**config.mk**
```make
export PLATFORM = sky130hd
export DESIGN_NAME = fht_fifo
export DESIGN_NICKNAME = d
export VERILOG_FILES = /design/src/sv/fht_pkg.sv /design/src/sv/fht_fifo.sv
export SDC_FILE = /design/constraint.sdc
export NUM_CORES = 1
export LEC_CHECK = 0
export ABC_AREA = 0
export ABC_CLOCK_PERIOD_IN_PS = 6800
export BUFFER_PORTS_ARGS = -buffer_cell sky130_fd_sc_hd__buf_4
export CAP_MARGIN = 20
export CELL_PAD_IN_SITES_DETAIL_PLACEMENT = 2
export CELL_PAD_IN_SITES_GLOBAL_PLACEMENT = 2
export CORE_MARGIN = 2
export CORE_UTILIZATION = 39
export DETAILED_ROUTE_END_ITERATION = 6
export GPL_ROUTABILITY_DRIVEN = 0
export GPL_TIMING_DRIVEN = 0
export PLACE_DENSITY_LB_ADDON = 0.2
export SYNTH_ARGS = -nofsm -noshare
export SYNTH_HDL_FRONTEND = slang
export SYNTH_SLANG_ARGS = --single-unit
```
**constraint.sdc**
```tcl
create_clock -name clk -period 6.8 [get_ports clk]
set_clock_uncertainty 0.2 [all_clocks]
set_input_delay 1.36 -clock clk [delete_from_list [all_inputs] [get_ports clk]]
set_output_delay 1.36 -clock clk [all_outputs]
set_load 0.05 [all_outputs]
```
**src/sv/fht_pkg.sv**
```systemverilog
// ----------------------------------------------------------------------------
// fht_pkg
// Shared types and constants for the FNV-1a linear probe hash table unit.
// ----------------------------------------------------------------------------
package fht_pkg;

	localparam int ENTRIES = 256;
	localparam int IDX_W = $clog2(ENTRIES);
	localparam int CNT_W = IDX_W + 1;
	localparam int MAX_KEY_BYTES = 8;
	localparam int LEN_W = 4;

	localparam logic [31:0] FNV_BASIS = 32'h811c9dc5;
	localparam logic [31:0] HASH_MULT = 32'h01000193;

	localparam logic [1:0] OP_SET      = 2'd0;
	localparam logic [1:0] OP_GET      = 2'd1;
	localparam logic [1:0] OP_CONTAINS = 2'd2;
	localparam logic [1:0] OP_REMOVE   = 2'd3;

	localparam logic [1:0] ST_OK      = 2'd0;
	localparam logic [1:0] ST_INVALID = 2'd1;
	localparam logic [1:0] ST_FULL    = 2'd2;
	localparam logic [1:0] ST_MISSING = 2'd3;

	typedef struct packed {
		logic [1:0]  kind;
		logic [31:0] hash;
		logic [63:0] value;
		logic        bad;
	} req_t;

endpackage

```
**src/sv/fht_fifo.sv**
```systemverilog
// ----------------------------------------------------------------------------
// fht_fifo
// Two-entry request queue between the hashing front and the probe engine.
// ----------------------------------------------------------------------------
module fht_fifo (
	input  logic          clk,
	input  logic          arst_n,
	input  logic          push,
	input  fht_pkg::req_t push_req,
	output logic          full,
	input  logic          pop,
	output fht_pkg::req_t pop_req,
	output logic          empty
);

	fht_pkg::req_t mem_q [2];
	logic          wp_q;
	logic          rp_q;
	logic [1:0]    cnt_q;

	assign full = (cnt_q == 2'd2);
	assign empty = (cnt_q == 2'd0);
	assign pop_req = mem_q[rp_q];

	always_ff @(posedge clk or negedge arst_n) begin
		if (!arst_n) begin
			wp_q <= 1'b0;
			rp_q <= 1'b0;
			cnt_q <= 2'd0;
		end else begin
			if (push) wp_q <= ~wp_q;
			if (pop) rp_q <= ~rp_q;
			cnt_q <= cnt_q + 2'(push) - 2'(pop);
		end
	end

	always_ff @(posedge clk) begin
		if (push) mem_q[wp_q] <= push_req;
	end

endmodule

```
==> flow_summary.html <==
<table>
<tr><th>Metric</th><th>Value</th></tr>
<tr><th colspan="2">Logic synthesis</th></tr>
<tr><td>Count of flip-flops with a built-in enable after synthesis</td><td>slightly below 200</td></tr>
<tr><td>Yosys cell types</td><td>12</td></tr>
<tr><td>Synth area leaders</td><td>edfxtp_1 (76%), mux2_4 (19%), buf_12 (2.6%)</td></tr>
<tr><td>Most instantiated cells after synthesis</td><td>edfxtp_1 (198), mux2_4 (99), buf_12 (10)</td></tr>
<tr><td>Yosys top cell area share</td><td>0.758</td></tr>
<tr><td>Area of the mapped netlist</td><td>7840 µm²</td></tr>
<tr><td>Count of warnings emitted by yosys</td><td>0</td></tr>
<tr><td>Net count after synthesis</td><td>428</td></tr>
<tr><td>Cell count after synthesis</td><td>323</td></tr>
<tr><td>Mean instance size in the synthesized netlist</td><td>24.3 µm²</td></tr>
<tr><td>Top cell type by total area after synthesis</td><td>edfxtp_1</td></tr>
<tr><td>Synth Register Bits</td><td>just over 200</td></tr>
<tr><td>Prevailing post-synth register cell</td><td>edfxtp_1</td></tr>
<tr><td>Share of synthesized area occupied by flip-flops and latches</td><td>0.771</td></tr>
<tr><td>Dominant cell by count in the synthesized netlist</td><td>edfxtp_1</td></tr>
<tr><td>Synth async-reset ratio</td><td>0.0198</td></tr>
<tr><th colspan="2">Clock network</th></tr>
<tr><td>Cell at the root of the clock tree</td><td>clkbuf_16</td></tr>
<tr><td>Number of post-CTS setup repair buffers</td><td>0</td></tr>
<tr><td>Maximum root-to-sink buffer count</td><td>3</td></tr>
<tr><td>TritonCTS buffer count</td><td>23</td></tr>
<tr><td>Clock Pin Slew Worst Setup and Hold Paths</td><td>approximately 50 ps</td></tr>
<tr><td>Clock sink count</td><td>between 200 and 250</td></tr>
<tr><td>Clock tree from TritonCTS</td><td>built</td></tr>
<tr><td>Worst skew pair latency</td><td>~500 ps</td></tr>
<tr><td>H-tree level count</td><td>1</td></tr>
<tr><td>Number of buffers inserted for hold repair after clock tree synthesis</td><td>0</td></tr>
<tr><td>Cts repair resizes</td><td>0</td></tr>
<tr><th colspan="2">Global routing</th></tr>
<tr><td>First-pass GRT wire length</td><td>between 20000 and 30000 µm</td></tr>
<tr><td>Global routing usage summed across all routing layers</td><td>0.159</td></tr>
<tr><td>Antenna violations before repair</td><td>0</td></tr>
<tr><td>Vias in the first global route</td><td>4480</td></tr>
<tr><td>Pin count of the biggest net entering global routing</td><td>52</td></tr>
<tr><td>Overflow left after global routing</td><td>0</td></tr>
<tr><th colspan="2">Placement</th></tr>
<tr><td># port buffers</td><td>203</td></tr>
<tr><td>HPWL Detailed</td><td>12200 µm</td></tr>
<tr><td>Total placed instance area</td><td>9830 µm²</td></tr>
<tr><th colspan="2">Floorplanning</th></tr>
<tr><td>Boundary pin count</td><td>204</td></tr>
<tr><td>Initial cell density of the core</td><td>0.400</td></tr>
<tr><td>Die outline area</td><td>21300 µm²</td></tr>
<tr><td>DIE HEIGHT</td><td>between 100 and 150 µm</td></tr>
<tr><td>CORE AREA</td><td>19600 µm²</td></tr>
<tr><td>Standard-cell row count</td><td>51</td></tr>
<tr><td>Chip Width</td><td>between 100 and 150 µm</td></tr>
<tr><th colspan="2">Final layout</th></tr>
<tr><td>Area growth syn-to-layout</td><td>34.1%</td></tr>
<tr><td>Final net count</td><td>661</td></tr>
<tr><td>Fraction of layout instances using a drive strength above 1</td><td>0.609</td></tr>
<tr><td>Final design instance area without fill</td><td>10500 µm²</td></tr>
<tr><td>Final standard cell utilization of the core</td><td>0.537</td></tr>
<tr><td>Number of antenna diodes</td><td>0</td></tr>
<tr><td>Filler cell count</td><td>1693</td></tr>
<tr><th colspan="2">Timing</th></tr>
<tr><td>Minimum clock period after layout</td><td>3390 ps</td></tr>
<tr><td>Final Max Slew Viols</td><td>0</td></tr>
<tr><td>Hold Fails Final Rpt</td><td>0</td></tr>
<tr><td>Fmax achieved</td><td>295 MHz</td></tr>
<tr><td>Final period utilization</td><td>0.498</td></tr>
<tr><td>Final count of negative-setup-slack endpoints</td><td>0</td></tr>
<tr><td>Max transition margin</td><td>0.484</td></tr>
<tr><td>Post-Route Hold Slack</td><td>380 ps</td></tr>
<tr><td>Unrepaired setup endpoints after global routing</td><td>no</td></tr>
<tr><td>Worst Max-Slew Pin Slew</td><td>~770 ps</td></tr>
<tr><th colspan="2">Pwr</th></tr>
<tr><td>Leakage</td><td>4.25 nW</td></tr>
<tr><td>VDD IR max</td><td>0.262 mV</td></tr>
<tr><td>Power per unit of standard cell area</td><td>between 500 and 600 nW/µm²</td></tr>
<tr><th colspan="2">Worst setup path</th></tr>
<tr><td>Data required time at the worst endpoint</td><td>5240 ps</td></tr>
<tr><td>Worst setup path category</td><td>flip-flop to output port</td></tr>
<tr><td>Capturing element type of the critical path</td><td>output port</td></tr>
<tr><td>Critical-path maximum fanout</td><td>10</td></tr>
<tr><td>Data arrival time of the critical path</td><td>1830 ps</td></tr>
<tr><td>Setup crit start kind</td><td>flip-flop</td></tr>
<tr><th colspan="2">Detailed routing</th></tr>
<tr><td>Remaining antenna violation count after routing</td><td>0</td></tr>
<tr><td>Final Routed Wirelength</td><td>roughly 17000 µm</td></tr>
<tr><td>Total vias in the final route</td><td>3839</td></tr>
<tr><td>Detailed router's first-iteration violation count</td><td>131</td></tr>
<tr><td>Number of iterations in the first detailed-routing pass</td><td>4</td></tr>
<tr><td>Detail-routed net length per standard cell</td><td>20.7 µm</td></tr>
<tr><td>Number of remaining DRC errors</td><td>0</td></tr>
<tr><td>Vias per std cell</td><td>4.58</td></tr>
<tr><th colspan="2">Run status</th></tr>
<tr><td>Run status</td><td>finished clean</td></tr>
<tr><th colspan="2">Worst hold path</th></tr>
<tr><td>Worst hold path class</td><td>flip-flop to flip-flop</td></tr>
<tr><th colspan="2">Run</th></tr>
<tr><td>Reported max-cap violation count</td><td>0</td></tr>
</table>
-- cell usage in the layout (no fill, tap or decap) --
| cell | n |
|---|---|
| and2_4 | 1 |
| buf_12 | 12 |
| buf_16 | 3 |
| buf_4 | 203 |
| buf_6 | 1 |
| bufinv_16 | 1 |
| clkbuf_1 | 4 |
| clkbuf_16 | 23 |
| clkinv_1 | 9 |
| clkinv_2 | 4 |
| dfrtp_1 | 4 |
| edfxtp_1 | 198 |
| ha_1 | 2 |
| inv_1 | 2 |
| inv_6 | 1 |
| mux2_4 | 99 |
| nor2_1 | 1 |
| nor2b_1 | 1 |
| nor2b_4 | 1 |
| xor2_1 | 2 |
| xor3_1 | 1 |
-- worst paths after layout --
| kind | startpoint | end | slack (ps) | depth (start not counted) |
|---|---|---|---|---|
| worst max-delay path | rp_q | pop_req[57] | 3410 | 4 |
| worst min-delay path | wp_q | wp_q | 380 | 1 |
| worst max register to register | wp_q | mem_q[1][66] | 4770 | 2 |
| worst min register to register | wp_q | wp_q | 380 | 1 |
| max in group asynchronous | arst_n | cnt_q[0] | 5850 | 1 |
| min in group asynchronous | arst_n | rp_q | 440 | 1 |
-- sequential cells by signal (all words and copies together), names as in the netlist --
signal and count:
rp_q 1, mem_q 198, cnt_q 2, wp_q 1
-- worst max-delay path: stages, from the launching register on --
cell and delay (ps):
dfrtp_1 350, buf_6 270, buf_12 190, mux2_4 310, buf_4 190
-- where the power goes --
part	total, mW	internal (mW)	switching, mW
Clock	1.12	0.655	0.468
Sequential	1.72	1.65	0.0711
Combinational	2.43	0.948	1.49
-- area by class of cell --
type	instances	area [µm²]	area share
Buffer	11	211	0.0201
Timing Repair Buffer	208	1650	0.157
Inverter	2	7.51	0.000714
Sequential cell	202	6050	0.575
Clock buffer	27	591	0.0562
Multi-Input combinational cell	108	1590	0.151
Tap cell	265	332	0.0315
Clock inverter	15	92.6	0.00881
-- cell families after synthesis --
| kind of cell | synth area share |
|---|---|
| and+or+nand+nor | 0.00287 |
| muxes | 0.190 |
| adders and majority gates | 0.00319 |
| buffers and inverters | 0.0279 |
| xor gates and xnor gates | 0.00527 |
| DFF | 0.771 |
-- metal layers --
layer,track usage,vias up,wire length [µm]
li1,-,1751,-
met3,0.0596,27,1420
met2,0.283,150,8880
met4,0.0471,0,462
met5,0,-,0
met1,0.179,1911,6560
-- metrics by stage --
| step | std cells | power (mW) | TNS [ps] | worst slack (ps) |
|---|---|---|---|---|
| CTS | 838 | 5.36 | 0 | 3370 |
| floorplan | 323 | 3.56 | 0 | 361 |
| finish | 838 | 5.28 | 0 | 3410 |
| global placement | 791 | 4.16 | -249630 | -2530 |
| detailed placement | 796 | 4.22 | 0 | 3700 |
| global route | 838 | 5.48 | 0 | 3350 |
Note: power is estimated with default switching activity, not from simulation.
