===== config.mk =====
export PLATFORM = sky130hd
export DESIGN_NAME = fht_front
export DESIGN_NICKNAME = d
export VERILOG_FILES = /design/src/sv/fht_pkg.sv /design/src/sv/fht_front.sv
export SDC_FILE = /design/constraint.sdc
export NUM_CORES = 1
export LEC_CHECK = 0
export BUFFER_PORTS_ARGS = -buffer_cell sky130_fd_sc_hd__buf_2
export CAP_MARGIN = 10
export CORE_MARGIN = 4
export CORE_UTILIZATION = 36
export DETAILED_ROUTE_END_ITERATION = 16
export HOLD_SLACK_MARGIN = 0.15
export SYNTH_ARGS = -nofsm -noshare
export SYNTH_HDL_FRONTEND = slang
export SYNTH_SLANG_ARGS = --single-unit

===== constraint.sdc =====
create_clock -name clk -period 11.6 [get_ports clk]
set_clock_uncertainty 0.15 [all_clocks]
set_input_delay 0.58 -clock clk [delete_from_list [all_inputs] [get_ports clk]]
set_output_delay 0.58 -clock clk [all_outputs]
set_load 0.02 [all_outputs]

===== src/sv/fht_pkg.sv =====
// ----------------------------------------------------------------------------
// fht_pkg
// Shared types and constants for the FNV-1a linear probe hash table unit.
// ----------------------------------------------------------------------------
package fht_pkg;

	localparam int ENTRIES = 256;
	localparam int IDX_W = $clog2(ENTRIES);
	localparam int CNT_W = IDX_W + 1;
	localparam int MAX_KEY_BYTES = 8;
	localparam int LEN_W = 4;

	localparam logic [31:0] FNV_BASIS = 32'h811c9dc5;
	localparam logic [31:0] HASH_MULT = 32'h01000193;

	localparam logic [1:0] OP_SET      = 2'd0;
	localparam logic [1:0] OP_GET      = 2'd1;
	localparam logic [1:0] OP_CONTAINS = 2'd2;
	localparam logic [1:0] OP_REMOVE   = 2'd3;

	localparam logic [1:0] ST_OK      = 2'd0;
	localparam logic [1:0] ST_INVALID = 2'd1;
	localparam logic [1:0] ST_FULL    = 2'd2;
	localparam logic [1:0] ST_MISSING = 2'd3;

	typedef struct packed {
		logic [1:0]  kind;
		logic [31:0] hash;
		logic [63:0] value;
		logic        bad;
	} req_t;

endpackage


===== src/sv/fht_front.sv =====
// ----------------------------------------------------------------------------
// fht_front
// Accepts request words, hashes the key one byte per cycle, flags keys
// that cannot be stored or searched, and hands the request to the queue.
// ----------------------------------------------------------------------------
module fht_front (
	input  logic               clk,
	input  logic               arst_n,
	input  logic               start,
	output logic               busy,
	input  logic [1:0]         kind,
	input  logic [63:0]        key_bytes,
	input  logic [3:0]         key_len,
	input  logic [63:0]        value_word,
	output logic               push,
	output fht_pkg::req_t      push_req,
	input  logic               q_full
);

	localparam logic [1:0] F_IDLE = 2'd0;
	localparam logic [1:0] F_HASH = 2'd1;
	localparam logic [1:0] F_HOLD = 2'd2;

	logic [1:0]                  state_q;
	logic [1:0]                  kind_q;
	logic [63:0]                 key_q;
	logic [63:0]                 val_q;
	logic [fht_pkg::LEN_W-1:0]   left_q;
	logic [31:0]                 h_q;
	logic                        zlen_q;
	logic [fht_pkg::LEN_W-1:0]   len_sat;
	logic [31:0]                 h_next;

	assign busy = (state_q != F_IDLE);
	assign len_sat = (key_len > fht_pkg::LEN_W'(fht_pkg::MAX_KEY_BYTES)) ?
		fht_pkg::LEN_W'(fht_pkg::MAX_KEY_BYTES) : key_len;
	assign h_next = (h_q ^ {24'd0, key_q[7:0]}) * fht_pkg::HASH_MULT;

	assign push = (state_q == F_HOLD) && !q_full;
	assign push_req.kind = kind_q;
	assign push_req.hash = h_q;
	assign push_req.value = val_q;
	assign push_req.bad = (kind_q == fht_pkg::OP_SET) ? (zlen_q || h_q == 32'd0)
		: (h_q == 32'd0);

	always_ff @(posedge clk or negedge arst_n) begin
		if (!arst_n) begin
			state_q <= F_IDLE;
		end else begin
			unique case (state_q)
				F_IDLE: if (start) state_q <= (len_sat == '0) ? F_HOLD : F_HASH;
				F_HASH: if (left_q == fht_pkg::LEN_W'(1)) state_q <= F_HOLD;
				F_HOLD: if (!q_full) state_q <= F_IDLE;
				default: state_q <= F_IDLE;
			endcase
		end
	end

	always_ff @(posedge clk) begin
		if (state_q == F_IDLE && start) begin
			kind_q <= kind;
			key_q <= key_bytes;
			val_q <= value_word;
			left_q <= len_sat;
			h_q <= fht_pkg::FNV_BASIS;
			zlen_q <= (len_sat == '0);
		end else if (state_q == F_HASH) begin
			h_q <= h_next;
			key_q <= key_q >> 8;
			left_q <= left_q - fht_pkg::LEN_W'(1);
		end
	end

endmodule


==> results of run 1 <==
## metal layers
| metal | vias to the layer above | routed length [um] | GRT usage (%) |
|---|---|---|---|
| li1 | 4271 | - | - |
| met1 | 4176 | 13010 | 21.59 |
| met2 | 277 | 16280 | 32.36 |
| met3 | 39 | 2659 | 5.505 |
| met4 | 0 | 724 | 6.205 |
| met5 | - | 0 | 0 |
## per-stage QoR
step           utilization, %  worst slack, ns  cells  instance area, um^2
2_1_floorplan               -            6.393   1116                11920
3_3_place_gp            41.79            5.767   1780                13630
3_5_place_dp            41.79            5.762   1780                13630
4_1_cts                 45.13            5.707   1861                14720
5_1_grt                 45.13            5.385   1861                14720
6_report                45.14            5.703   1862                14720
## logic make-up (layout without fill, tap and decap cells)
group | Yosys count | after routing | synth area share (%)
and+or+nand+nor | 287 | 287 | 10.22
adders and majority gates | 268 | 268 | 32.79
buffers and inverters | 228 | 531 | 7.189
DFF | 169 | 169 | 39.80
AOI/OAI and AO/OA | 109 | 109 | 5.877
xor gates and xnor gates | 53 | 53 | 3.957
muxes | 2 | 2 | 0.1679
other | 0 | 1 | 0
## area by class of cell
cell class | instances | area, um^2 | share of cell area, %
Clock buffer | 17 | 425.4 | 2.889
Antenna cell | 1 | 2.502 | 0.01700
Sequential cell | 169 | 4745 | 32.22
Tap cell | 442 | 553.0 | 3.756
Multi-Input combinational cell | 719 | 6322 | 42.94
Timing Repair Buffer | 293 | 1727 | 11.73
Inverter | 206 | 775.7 | 5.269
Clock inverter | 15 | 173.9 | 1.181
## what timing repair did
item	in CTS	in global routing
hold buffers	49	0
hold endpoints to repair	50	0
setup endpoints to repair	0	0
## worst max-delay path, delay by kind of cell, from the launching register on
family,cells,cell delay (ns)
muxes,1,0.24
AOI/OAI and AO/OA,4,0.86
adders and majority gates,8,2.90
xor gates and xnor gates,1,0.59
DFF,1,0.44
buffers and inverters,4,0.18
and+or+nand+nor,3,0.45
## synth_stat cells, types with 3 or more instances
cell type | count | area (um^2)
a21o_1 | 6 | 45.04
a21oi_1 | 30 | 150.1
a22oi_1 | 4 | 30.03
and3_1 | 9 | 56.30
buf_1 | 3 | 11.26
clkbuf_1 | 18 | 67.56
dfxtp_1 | 32 | 640.6
edfxtp_1 | 135 | 4054
fa_1 | 74 | 1481
ha_1 | 194 | 2427
inv_1 | 204 | 765.7
nand2_1 | 199 | 747.0
nand3_1 | 13 | 65.06
nand3b_1 | 4 | 30.03
nand4_1 | 3 | 18.77
nor2_1 | 29 | 108.9
nor2b_1 | 3 | 18.77
nor3_1 | 9 | 45.04
nor3b_1 | 4 | 30.03
nor4_1 | 5 | 31.28
o21ai_0 | 26 | 130.1
o21ai_1 | 6 | 30.03
o21bai_1 | 4 | 30.03
o22ai_1 | 5 | 31.28
xnor2_1 | 27 | 236.5
xor2_1 | 25 | 219.0
## sequential cells by signal (all words and copies together), names as in the netlist
name,cells
kind_q,2
h_q,32
state_q,2
key_q,64
zlen_q,1
val_q,64
left_q,4
## worst paths after layout
check	from	end	depth (start not counted)
hold / removal	value_word[60]	val_q[60]	1
setup reg to reg	h_q[5]	h_q[31]	21
hold reg to reg	key_q[40]	key_q[32]	2
max in group asynchronous	arst_n	state_q[0]	2
setup / recovery	h_q[5]	h_q[31]	21
min in group asynchronous	arst_n	state_q[0]	2
==> metrics.txt, run 1 <==
post-route setup TNS=0 ns; pin count of the biggest net entering global routing=76; clk buf depth=2; register area share after synthesis=39.80%; routed vias/inst=4.706; die span in y=190.0 um; Final setup viols=0; GP Congestion=0.8699; vias in the first global route=9,562; core area=0.03262 mm^2; htree depth=4; TritonCTS Buffers=17; Routed Antenna Nets=0; port bufs=238; most common cell after layout, fill and taps aside=buf_2; via count=8,763; Resize count post-CTS=0; status=finished, final reports clean; Least-Margin Pin Slew=0.8810 ns; fillers=3,142; reg2reg setup slack=5.70 ns; post-CTS setup buffer count=0; Initial Util=36.55%; Die Span X=190.0 um; final hold vios=0; Sink Count=169; synthesis-to-layout area growth=23.51%; first-pass GRT wire length=51.43 mm; max-cap viol count=0; Crit Path Category=flop to flop; RSZ-0062 raised after global routing=false; Hold WS=0.1725 ns; post-synthesis register bit count=169; post-layout minimum cycle time=5.897 ns; initial antenna violation count=2; syn nets=1,522; nets=1,812; Worst EP arrival=6.08 ns; Yosys Warn Count=0; Setup crit start kind=flop; Congestion Overflow GR=0; Reg clk slew, reported paths=0.08 ns; clock latency on the worst-skew pair=0.44 ns; # rows=66; CTS tree=built; root buffer cell=clkbuf_16; slowest stage cell, crit path=xor2_1; Rel. slew slack=41.27%; Slew Viols, Final=0; wire length per cell=17.55 um; Max Clock Freq=169.6 MHz; Crit path required time=11.79 ns; most frequent CP cell=ha_1; Crit path largest cell delay=0.59 ns; Syn Area/Cell=10.68 um^2; final WL=32.67 mm; Global Route Usage Sum=18.45%; HP Class=input pin to flop; post-synth design cell area=0.01192 mm^2; io pins=239; Starting DRT DRC Count=462; Yosys cell types=59; die area=0.03609 mm^2; dpl hpwl=24.82 mm; Pre-antenna DRT Iters=5; crit-path max FO=6; final worst path period share=50.84%; CP Cell Sequence=xor2_1, ha_1, ha_1, fa_1, ha_1, inv_1, fa_1, inv_1, ha_1, inv_1, fa_1, inv_1, ha_1, nand2_1, nor2_1, o2111ai_1, a31oi_1, o41ai_2, o221ai_2, mux2i_1, nor3_2; crit path capture type=flop; Post-synth top flop=edfxtp_1; Syn Inst Count=1,116; layout cells sized above 1=20.37%; commonest cells after routing, fill and taps aside=buf_2, inv_1, nand2_1; share of flip-flops with an asynchronous set or reset=1.183%; Post-synth EDFFs=135; Remaining DRCs=0
Power of run 1 is not shown: default switching activity piles up to over one toggle a cycle in this logic, so the estimate is an artifact.
==> run 2, diff against run 1 <==
==> constraint.sdc (replaced) <==
create_clock -name clk -period 5.3 [get_ports clk]
set_clock_uncertainty 0.15 [all_clocks]
set_input_delay 0.265 -clock clk [delete_from_list [all_inputs] [get_ports clk]]
set_output_delay 0.265 -clock clk [all_outputs]
set_load 0.02 [all_outputs]
==> run 2 against run 1 <==
  * Wire length increased by 8.1%
  * Global-route usage increased by 1.6 points
  * Register-to-register slack got worse by 5.7 ns
  * Non-clock buffer count increased by 154
  * Final area increased by 12%
  * Via count increased by 8.1%
  * Final cell count increased by 8.2%
  * First-iteration DRC count decreased by 6.7%
  * Critical path depth decreased by 2
  * Critical path type unchanged
  * Critical endpoint is now h_q[15]
==> metrics.txt, run 2 (synthesized netlist as in run 1, its figures left out) <==
final hold vios=0; Max Clock Freq=190.5 MHz; Metal-1 WL=14.35 mm; # rows=66; final WL=35.31 mm; vias in the first global route=10,400; clock latency on the worst-skew pair=0.43 ns; Global Route Usage Sum=20.01%; Die Span X=190.0 um; max-cap viol count=0; crit-path max FO=3; core area=0.03262 mm^2; Rel. slew slack=28.40%; Remaining DRCs=0; Reg2Reg Depth=19; Starting DRT DRC Count=431; port bufs=238; Crit Path Category=flop to flop; Hold WS=0.1833 ns; Max Used Layer=met4; routed vias/inst=4.700; biggest regs=key_q (64), val_q (64), h_q (32); WL met2=17.55 mm; Crit path largest cell delay=0.51 ns; die span in y=190.0 um; most frequent CP cell=fa_1; Congestion Overflow GR=0; nets=1,966; Initial Util=36.55%; commonest cells after routing, fill and taps aside=buf_2, inv_1, nand2_1; final worst path period share=99.06%; dpl hpwl=26.15 mm; TritonCTS Buffers=17; register area=0.004753 mm^2; crit path capture type=flop; via count=9,471; initial antenna violation count=0; post-layout minimum cycle time=5.250 ns; most common cell after layout, fill and taps aside=buf_2; Pre-antenna DRT Iters=5; Slew Viols, Final=0; Buf+Inv Stages, Crit Path=3; first-pass GRT wire length=56.12 mm; Routed Antenna Nets=0; Antenna Cells=0; Crit path required time=5.45 ns; HP Class=input pin to flop; CTS tree=built; Setup crit start kind=flop; io pins=239; status=finished, final reports clean; fillers=2,866; clk buf depth=2; met3 WL=2.496 mm; slowest stage cell, crit path=fa_1; Critical Path Start=key_q[3]; RSZ-0062 raised after global routing=true; critical path's top delay family=adder cells; synthesis-to-layout area growth=38.68%; GP Congestion=0.9030; Post-Route Utilization=50.68%; CP Cell Sequence=xor2_2, ha_1, ha_4, fa_1, ha_2, fa_1, ha_1, inv_2, fa_1, inv_2, ha_4, a21oi_4, nand3b_1, buf_4, o21ai_1, o21bai_1, a21oi_1, xor2_1, a22oi_1; pin count of the biggest net entering global routing=94; worst r2r src=key_q[3]; Worst EP arrival=5.40 ns; layout cells sized above 1=26.51%; Reg clk slew, reported paths=0.08 ns; Sink Count=169; hold path startpoint=start; wire length per cell=17.53 um; Final setup viols=0; htree depth=4; multi-input logic area=0.006706 mm^2; Least-Margin Pin Slew=1.074 ns; Hold Crit Depth=2; die area=0.03609 mm^2; critical path depth=19; root buffer cell=clkbuf_16
[run 2: metal layers]
metal  global-route usage, %  vias to the layer above
met5                       0                        -
met3                   5.541                       51
met4                   5.593                        0
met1                   24.04                     4533
met2                   35.27                      313
li1                        -                     4574
[run 2: final timing paths]
path | to | slack (ns)
min in group asynchronous | state_q[1] | 0.62
hold / removal | key_q[60] | 0.18
setup / recovery | h_q[15] | 0.05
hold reg to reg | key_q[3] | 0.36
setup reg to reg | h_q[15] | 0.05
max in group asynchronous | state_q[0] | 4.25
[run 2: cell type report]
class                   count  area share (%)
clock buffers              17           2.573
clock inverters            15           1.188
inverters                 206           4.692
multi-input cells         719           40.57
flip-flops and latches    169           28.75
well taps                 442           3.345
repair buffers            447           18.88
[run 2: what timing repair did]
| action | 4_1_cts | 5_1_grt |
|---|---|---|
| endpoints found under the hold margin | 139 | 0 |
| hold buffers | 140 | 0 |
| endpoints found under the setup margin | 4 | 14 |
| gates resized for setup | 28 | 53 |
| setup buffers | 7 | 3 |
| pin swaps | 7 | 37 |
[run 2: worst reg2reg max path: stages, from the launching register on]
cell and delay, ns:
edfxtp_1 0.44, xor2_2 0.26, ha_1 0.30, ha_4 0.28, fa_1 0.44, ha_2 0.20, fa_1 0.45, ha_1 0.31
inv_2 0.04, fa_1 0.51, inv_2 0.05, ha_4 0.25, a21oi_4 0.17, nand3b_1 0.17, buf_4 0.18, o21ai_1 0.21
o21bai_1 0.11, a21oi_1 0.18, xor2_1 0.31, a22oi_1 0.10
[run 2: stage by stage]
step | instances | TNS (ns) | instance area, um^2 | setup WS (ns)
after floorplan | 1116 | 0 | 11920 | 0.09332
after global placement | 1834 | -0.04795 | 14040 | -0.04795
after detailed placement | 1834 | -0.2647 | 14040 | -0.1188
after CTS | 2013 | 0 | 16300 | 0.01172
after global routing | 2015 | -0.8731 | 16530 | -0.1528
final | 2015 | 0 | 16530 | 0.04988
Power of run 2 is left out for the same reason.
